`src/sv/mrpt_pkg.sv`:
```
package mrpt_pkg;

    localparam logic [31:0] LFSR_TAPS = 32'h8020_0003;

    localparam logic [0:0] REG_ROUNDS = 1'b0;
    localparam logic [0:0] REG_SEED   = 1'b1;

    typedef enum logic [3:0] {
        S_IDLE,
        S_SPLIT,
        S_TRIAL,
        S_WRED,
        S_POW,
        S_MUL,
        S_MUL_RED,
        S_CHECK,
        S_SQUARE,
        S_SQ_RED,
        S_SQ_CHECK,
        S_DONE
    } t_state;

    typedef struct packed {
        logic busy;
        logic done;
    } t_red_ctl;

endpackage

```
`src/sv/mrpt_modred.sv`:
```
module mrpt_modred #(
    parameter int W  = 32,
    parameter int VW = 64
) (
    input  logic           i_clk,
    input  logic           i_rst_n,
    input  logic           i_start,
    input  logic [VW-1:0]  i_value,
    input  logic [W-1:0]   i_modulus,
    output mrpt_pkg::t_red_ctl o_ctl,
    output logic [W-1:0]   o_rem
);
    localparam int CW = $clog2(VW + 1);

    logic [W:0]     r_rem;
    logic [VW-1:0]  r_val;
    logic [W-1:0]   r_mod;
    logic [CW-1:0]  r_cnt;
    logic           r_busy;
    logic           r_done;
    logic [W:0]     n_shift;
    logic [W:0]     n_diff;

    assign n_shift = {r_rem[W-1:0], r_val[VW-1]};
    assign n_diff  = n_shift - {1'b0, r_mod};

    always_ff @(posedge i_clk) begin
        if (!i_rst_n) begin
            r_busy <= 1'b0;
            r_done <= 1'b0;
        end else begin
            r_done <= 1'b0;
            if (i_start) begin
                r_busy <= 1'b1;
                r_rem  <= '0;
                r_val  <= i_value;
                r_mod  <= i_modulus;
                r_cnt  <= CW'(VW);
            end else if (r_busy) begin
                r_rem <= n_diff[W] ? n_shift : n_diff;
                r_val <= {r_val[VW-2:0], 1'b0};
                r_cnt <= r_cnt - CW'(1);
                if (r_cnt == CW'(1)) begin
                    r_busy <= 1'b0;
                    r_done <= 1'b1;
                end
            end
        end
    end

    assign o_ctl.busy  = r_busy;
    assign o_ctl.done  = r_done;
    assign o_rem       = r_rem[W-1:0];
endmodule

```
`config.mk`:
```
export PLATFORM = sky130hd
export DESIGN_NAME = mrpt_modred
export DESIGN_NICKNAME = d
export VERILOG_FILES = /design/src/sv/mrpt_pkg.sv /design/src/sv/mrpt_modred.sv
export SDC_FILE = /design/constraint.sdc
export NUM_CORES = 1
export LEC_CHECK = 0
export BUFFER_PORTS_ARGS = -buffer_cell sky130_fd_sc_hd__buf_2
export CAP_MARGIN = 20
export CORE_MARGIN = 2
export CORE_UTILIZATION = 46
export CTS_CLUSTER_SIZE = 12
export DETAILED_ROUTE_END_ITERATION = 12
export GPL_TIMING_DRIVEN = 1
export PLACE_DENSITY_LB_ADDON = 0.25
export REMOVE_ABC_BUFFERS = 1
export SLEW_MARGIN = 20
export SYNTH_ARGS = -nofsm -noshare
export SYNTH_HDL_FRONTEND = slang
export SYNTH_SLANG_ARGS = --single-unit
export TNS_END_PERCENT = 1
```
`constraint.sdc`:
```
create_clock -name i_clk -period 6.6 [get_ports i_clk]
set_input_delay 0.33 -clock i_clk [delete_from_list [all_inputs] [get_ports i_clk]]
set_output_delay 0.33 -clock i_clk [all_outputs]
set_load 0.05 [all_outputs]
```
# Word level (Yosys, flattened, before mapping)
# Cells that the tools add are included.
# word_totals
regBits	137
inputBits	99
# classes
add_sub_neg	2
n_eq_ne	1
n_mux	9
bitwise_logic	2
reduce_logical	4
# ops
op	count
$mux 64	2
$mux 32	2
$sub 33x32->33	1
$eq 7x1->1 const B	1
$mux 7	1
$sub 7x1->7 const B	1
$mux 1	4
$reduce_and 2->1	2
$reduce_or 3->1	1
$not 1->1	2
$reduce_bool 2->1	1

# Logic depth before layout (Yosys ltp)
# Gate-level depths: netlist of the first run.
# logic_depth
depth_word	4
mapped_depth	14
mapped_depth_nobuf	11

# Worst setup path after synthesis of the first run
# Ideal clock, no wire load.
# synth_timing
path_type	input port to flip-flop
from	input port i_start
to	register r_cnt[0] (enable)
setup_time_ps	471
t_arrival_ps	2997
setup_slack_ps	3132
path_stages	2
n_path_buf	1
cell_sequence	clkbuf_1 o21a_1
# synth_via
elab_chain_len	2
# synth_lines
element	line_no	text
start: declaration	mrpt_modred.sv:7	input logic i_start,
$reduce_bool 2->1 (no line)	-	
$reduce_and 2->1 (no line)	-	
end signal: assignment	mrpt_modred.sv:38	r_cnt <= CW'(VW);
end signal: assignment	mrpt_modred.sv:42	r_cnt <= r_cnt - CW'(1);
end: declaration	mrpt_modred.sv:18	logic [CW-1:0] r_cnt;
# No other way between the ends.
# A chain may end at the register's enable or synchronous reset.

# Worst setup path in the final report of the first run
# layout_timing
from	register r_rem[15]
to	register r_rem[14] (data pin)
# layout_via
elab_chain_len	3
# layout_lines
element	line_no	text
start: declaration	mrpt_modred.sv:15	logic [W:0] r_rem;
start signal: assignment	mrpt_modred.sv:40	r_rem <= n_diff[W] ? n_shift : n_diff;
$sub 33x32->33	mrpt_modred.sv:25	assign n_diff = n_shift - {1'b0, r_mod};
$mux 32	mrpt_modred.sv:40	
$mux 32	mrpt_modred.sv:39	end else if (r_busy) begin
# No other way between the ends. The select of a mux whose other input is x is not followed.

==> results of run 1 <==
## cells in the mapped netlist (16+ instances only)
master    instances  area, µm²
o21ai_0          54      270.3
ha_1             34      425.4
nand2_1          27      101.4
mux2_2           63      709.4
a21oi_1          58      290.3
clkbuf_1         18      67.56
xnor2_1          16      140.1
edfxtp_1        135       4054
inv_1            47      176.4
nor2_1           23      86.33
nand3_1          27      135.1
## kinds of logic (layout without fill, tap and decap cells)
logic type                 Yosys count  in the layout  synth area share
xor gates and xnor gates            26             26           0.02967
AOI/OAI and AO/OA                  183            183            0.1495
adders and majority gates           35             35           0.05804
DFF                                137            137            0.5334
other                                0              2                 0
muxes                               63             63           0.09244
buffers and inverters               82            215           0.04320
and+or+nand+nor                    137            137           0.09374
## layout make-up
type	instances	share of cell area
diodes	2	0.0005504
repair buffers	137	0.07706
inverters	47	0.01940
multi-input cells	444	0.3583
well taps	220	0.03027
flip-flops and latches	137	0.4503
clock buffers	17	0.04679
clock inverters	14	0.01734
## where the power goes
group / leakage (nW) / switching, mW / internal, mW
combinational: 2.04 / 0.395 / 0.238
clock: 0.280 / 0.391 / 0.563
sequential: 1.31 / 0.0299 / 1.05
## per-layer routing
layer | GRT usage | part of all wire | up-vias
met5 | 0 | 0.00041 | -
met2 | 0.3273 | 0.47 | 159
met1 | 0.2579 | 0.44 | 2732
met4 | 0.06206 | 0.015 | 2
met3 | 0.07572 | 0.074 | 26
li1 | - | - | 2745
## cell usage in the layout (no fill, tap or decap), types with 3 or more instances in the layout
cell type	Yosys	final
or4b_1	3	3
o21a_1	7	5
nand2_1	27	27
nor2b_1	6	6
nand2b_1	3	3
a21o_1	10	10
and2_1	8	8
edfxtp_1	135	135
inv_1	47	47
nand3_1	27	27
a21oi_1	58	58
o21ai_0	54	54
inv_6	0	8
or3_1	4	4
nor2_1	23	23
o31ai_1	3	3
o21bai_1	4	4
buf_2	8	131
clkbuf_16	0	17
a211oi_1	8	8
buf_4	3	6
ha_1	34	34
o211ai_1	7	7
mux2_2	63	63
a211o_1	3	3
nand4_1	9	9
xor2_1	10	10
nor3_1	9	9
a31oi_1	3	3
xnor2_1	16	16
and3_1	5	5
## worst max-delay path, stage by stage (launching register included)
cell and delay [ns]:
edfxtp_1 0.42, ha_1 0.44, nand4_2 0.17, or2_1 0.23
o221ai_2 0.15, nor3_1 0.41, a211oi_4 0.14, nor3_2 0.76
buf_4 0.40, or4_1 0.16, a21oi_1 0.07
## worst paths after layout
kind / to / slack [ns] / cells past startpoint
setup / recovery: r_rem[14] / 2.96 / 10
hold / removal: r_mod[21] / 0.08 / 1
setup reg to reg: r_rem[14] / 2.96 / 10
hold reg to reg: r_done / 0.47 / 2
## flip-flops by register name, summed over array words and instances (netlist names)
| name | cells |
|---|---|
| r_busy | 1 |
| r_cnt | 7 |
| r_val | 64 |
| r_done | 1 |
| r_rem | 32 |
| r_mod | 32 |
## metrics by stage
step                worst slack [ns]  std cells
CTS                            2.929       1016
floorplan                      3.082        628
finish                         2.959       1018
detailed placement             2.964        985
global route                   2.652       1017
global placement               3.080        985
==> flow_summary_export.csv, run 1 <==
group,metric,value,unit
sta,drv_slew,0,
cells_and_area,fill_cells,1472,
detailed_routing,first_pass_iters,5,
pwr,power.density,292.8,mW/mm²
sta,fin_worst_skew,0.01309,ns
floorplanning,core_region_area,0.01647,mm²
sta,rsz0062_at_grt,"no",
sta,fin_tns_setup,0,ns
sta,clock.fmax,274.6,MHz
cells_and_area,register_area,0.004094,mm²
detailed_routing,route.detailed.drc,0,
synthesis,synth_cell_types,64,
detailed_routing,vias_per_cell,5.564,
sta,finalCriticalPeriod,3.641,ns
run_status,status,"finished clean",
detailed_routing,num_vias,5664,
sta,fin_worst_hold_slack,0.07593,ns
synthesis,synthesis.yosys.warnings,0,
cts,path_clk_slew,0.06,ns
synthesis,yosysSeqAreaShare,0.5334,
grt,grt_max_degree,63,
cts,clock-root-buffer,"clkbuf_16",
setup_path,worst-endpoint-arrival,3.78,ns
grt,track_usage,0.2034,
cells_and_area,syn2layout_area_growth,18.47,%
cts,cts_sinks,137,
synthesis,syn_area_per_cell,11.58,µm²
setup_path,cp-startpoint,"r_rem[15]",
sta,tightest_slew,0.9887,ns
setup_path,end_kind,"flip-flop",
min_path,hp-start,"i_modulus[21]",
sta,fin_crit_sh,0.5517,
sta,finalHoldViolCount,0,
cells_and_area,final_nets,918,
grt,antenna_found_initial,4,
detailed_routing,wl_per_cell,16.86,µm
setup_path,r2r-start,"r_rem[15]",
cts,hold_buffers,0,
grt,grt_pass1_wl,28.80,mm
placement,placed_area,0.008503,mm²
grt,gr-total-overflow,0,
floorplanning,start_util,0.4661,
synthesis,async_reset_ff_frac,0,
grt,grt_pass1_vias,5824,
floorplanning,die_x,133.2,µm
cts,cts_buffers,17,
pwr,peakVddDrop,189.0,µV
synthesis,syn_area,0.007675,mm²
detailed_routing,postRouteAntennaNets,0,
cts,cts_tree,"done",
cts,max-clock-path-buffers,2,
setup_path,worstSetupStartpointType,"flip-flop",
cts,cts_setup_buffers,0,
floorplanning,die_h,133.2,µm
placement,portBuffers,132,
synthesis,synthFlopType,"edfxtp_1",
run,drv_cap,0,
cts,post_cts_resize_count,0,
sta,slew-limit-headroom,0.3373,
pwr,power.leakage,3.628,nW
floorplanning,pin_count,133,
cts,htree_levels,4,
cts,insertion_delay,0.42,ns
setup_path,path_max_fanout,21,
synthesis,synth_cells,663,
setup_path,cp.required,6.74,ns
detailed_routing,drtIter0Drc,373,
setup_path,critical_path_class,"flip-flop to flip-flop",
pwr,total_power,2.662,mW
min_path,hold_class,"input port to flip-flop",
cells_and_area,multi_input_area,0.003258,mm²
synthesis,synth_seq_cells,137,
detailed_routing,routed_wirelength,17.17,mm
synthesis,synth_edf_count,135,
placement,gp_congestion,0.9999,
sta,setup_viol,0,
cells_and_area,finish.instance_area,0.009092,mm²
floorplanning,rows,47,
floorplanning,dieArea,0.01773,mm²
cells_and_area,utilization,0.5522,
placement,dp_hpwl,11.76,mm
cells_and_area,drive_gt1_frac,0.3028,
No activity file was read; power rests on OpenSTA's default activity.
==> run 2: changes to the inputs <==
Settings changed: ABC_AREA set to 1.
Clock period 6.6 ns to 3.6 ns, I/O delays scaled along.
==> run 2 against run 1 <==
Critical path type unchanged. Routed wire length grew 17%. Count of clock-buffer cells in the layout is the same. Largest cell class unchanged. Hold slack lost 0.060 ns. Fmax grew 28%. Via count grew 22%. Cell count grew 48%. First-iteration DRC count grew 9.9%. Register-to-register slack lost 2.2 ns. Total power grew 110%. Highest routed layer is now met4. Sequential share of layout area shrank 5.0 points. Global-route usage grew 0.95 points.
==> flow_summary_export.csv, run 2 <==
group,metric,value,unit
grt,grt_pass1_vias,6703,
cells_and_area,layout_common_cells,"nand2_1, inv_1, edfxtp_1",
grt,track_usage,0.2129,
sta,rsz0062_at_grt,"no",
run_status,status,"finished clean",
sta,fin_tns_setup,0,ns
cells_and_area,regMostFlops,"r_val",
cts,post_cts_resize_count,0,
synthesis,synth_top_area_cell,"edfxtp_1",
synthesis,yosysSeqAreaShare,0.4865,
cts,cts_buffers,17,
cts,clock-root-buffer,"clkbuf_16",
cts,max-clock-path-buffers,2,
sta,finalCriticalPeriod,2.839,ns
grt,gr-total-overflow,0,
synthesis,synth_seq_cells,137,
floorplanning,die_h,139.2,µm
synthesis,async_reset_ff_frac,0,
sta,drv_slew,0,
min_path,hold_class,"input port to flip-flop",
setup_path,crit_chain,"inv_1, ha_1, fa_1, inv_1, nand2_1, nand2_1, nand3_2, nand2_2, nand2_2, nand2_4, nand2_4, nand3_1, buf_4, nand3_1, nand2_1, nor2_1",
detailed_routing,postRouteAntennaNets,0,
cells_and_area,largest_reg_flops,64,
pwr,peakVddDrop,342.8,µV
placement,placed_area,0.009296,mm²
setup_path,cp.required,3.79,ns
synthesis,synth_edf_count,135,
cells_and_area,drive_gt1_frac,0.1624,
sta,slew-limit-headroom,0.4359,
cells_and_area,final_nets,1402,
floorplanning,die_x,139.2,µm
cts,cts_sinks,137,
sta,fin_worst_skew,0.01550,ns
grt,antenna_found_initial,0,
floorplanning,dieArea,0.01939,mm²
floorplanning,start_util,0.4684,
detailed_routing,vias_per_cell,4.585,
setup_path,critical_path_class,"flip-flop to flip-flop",
placement,dp_hpwl,14.41,mm
grt,grt_max_degree,71,
cells_and_area,fill_cells,1737,
synthesis,syn_area_per_cell,7.622,µm²
pwr,power.leakage,5.483,nW
cells_and_area,layout.cells.non_filler,1511,
synthesis,syn_area,0.008414,mm²
synthesis,synth_cell_types,36,
sta,setup_viol,0,
synthesis,synth_cells,1104,
setup_path,path_max_fanout,12,
floorplanning,pin_count,133,
sta,tightest_slew,0.8448,ns
detailed_routing,drtIter0Drc,410,
placement,portBuffers,132,
detailed_routing,num_vias,6928,
setup_path,critPathTopFamily,"simple AND/OR/NAND/NOR gates",
setup_path,worst-endpoint-arrival,3.03,ns
synthesis,synthTopCellsByCount,"nand2_1, inv_1, edfxtp_1",
cells_and_area,layout_commonest_cell,"nand2_1",
cells_and_area,finish.instance_area,0.01024,mm²
synthesis,synth_area_leaders,"edfxtp_1, nand2_1, inv_1",
synthesis,yosys.area.top_type_share,0.4818,
setup_path,end_kind,"flip-flop",
setup_path,crit_top_cell,"nand2_1",
floorplanning,rows,49,
pwr,power.density,539.0,mW/mm²
cts,cts_tree,"done",
setup_path,slowest_delay,0.42,ns
setup_path,crit_buf_inv,3,
cts,insertion_delay,0.43,ns
placement,dp_cells,1445,
setup_path,cpMaxStageDelayCell,"nand3_1",
sta,clock.fmax,352.2,MHz
detailed_routing,wl_per_cell,13.25,µm
cts,htree_levels,4,
floorplanning,core_region_area,0.01796,mm²
sta,fin_crit_sh,0.7887,
synthesis,yosysMostFrequentCell,"nand2_1",
cells_and_area,syn2layout_area_growth,21.68,%
synthesis,synthesis.yosys.warnings,0,
run,drv_cap,0,
grt,grt_pass1_wl,33.06,mm
detailed_routing,routed_wirelength,20.02,mm
cells_and_area,reg.largest.list,"r_val: 64 flops, r_mod: 32 flops, r_rem: 32 flops",
synthesis,synthFlopType,"edfxtp_1",
setup_path,worstSetupStartpointType,"flip-flop",
detailed_routing,first_pass_iters,5,
placement,gp_congestion,0.9179,
sta,finalHoldViolCount,0,
detailed_routing,route.detailed.drc,0,
cts,path_clk_slew,0.07,ns
==> run 2: cell types whose count changed after synthesis, sizes merged, moves of 34 or more <==
| cell | previous run | this run |
|---|---|---|
| nand2 | 27 | 486 |
| inv | 47 | 195 |
| nor2 | 23 | 110 |
| mux2 | 63 | 0 |
| o21ai | 56 | 3 |
| a21oi | 58 | 24 |
==> run 2: per-stage QoR <==
stage	utilization	power (mW)	worst slack, ns	hold WS, ns
3_5_place_dp	0.5175	3.702	0.7404	0.3581
2_1_floorplan	-	3.265	0.1737	0.2561
6_report	0.5700	5.519	0.7606	0.01558
3_3_place_gp	0.5175	3.683	0.8272	0.3566
5_1_grt	0.5698	5.858	0.5421	0.01134
4_1_cts	0.5698	5.564	0.7333	0.001727
==> run 2: metal layers <==
layer / vias to the layer above / routed length [µm] / global-route usage
li1: 3713 / - / -
met1: 3045 / 9383 / 0.2835
met2: 163 / 9377 / 0.3506
met3: 7 / 1157 / 0.06056
met4: 0 / 98 / 0.04253
met5: - / 0 / 0
==> run 2: kinds of logic (layout without fill, tap and decap cells) <==
kind of cell,Yosys count,after routing,share of synthesized area
DFF,137,137,0.4865
and+or+nand+nor,660,660,0.3169
other,0,1,0
AOI/OAI and AO/OA,31,31,0.02141
buffers and inverters,225,402,0.1056
adders and majority gates,35,35,0.05294
xor gates and xnor gates,16,16,0.01665
==> run 2: worst reg2reg max path, delay by kind of cell (launching register included) <==
kind                       cells  cell delay, ns
DFF                            1            0.35
buffers and inverters          3            0.45
and+or+nand+nor               11            1.21
adders and majority gates      2            0.62
==> run 2: final timing paths <==
| kind | to | cells after the start | start | slack, ns |
|---|---|---|---|---|
| setup / recovery | r_rem[27] | 16 | r_val[63] | 0.76 |
| hold / removal | r_val[49] | 3 | i_value[49] | 0.02 |
| setup reg to reg | r_rem[27] | 16 | r_val[63] | 0.76 |
| hold reg to reg | r_val[48] | 2 | r_val[47] | 0.51 |
==> run 2: layout make-up <==
type / instances / area (µm²) / share of cell area
clock buffer: 17 / 425.4 / 0.04155
multi-input combinational: 742 / 3440 / 0.3359
antenna: 1 / 2.502 / 0.0002444
inverter: 196 / 735.7 / 0.07186
sequential: 137 / 4094 / 0.3999
tap: 229 / 286.5 / 0.02798
timing repair buffer: 174 / 1071 / 0.1046
clock inverter: 15 / 183.9 / 0.01796
==> run 2: what timing repair did <==
| action | 4_1_cts | 5_1_grt |
|---|---|---|
| buffers inserted | 0 | 0 |
| endpoints found under the hold margin | 33 | 0 |
| hold buffers | 33 | 0 |
==> run 2: report_power, final <==
group | switching (mW) | total [mW] | internal, mW
Sequential | 0.0791 | 2.04 | 1.96
Clock | 0.774 | 1.82 | 1.05
Combinational | 1.12 | 1.65 | 0.533
Total | 1.97 | 5.52 | 3.55
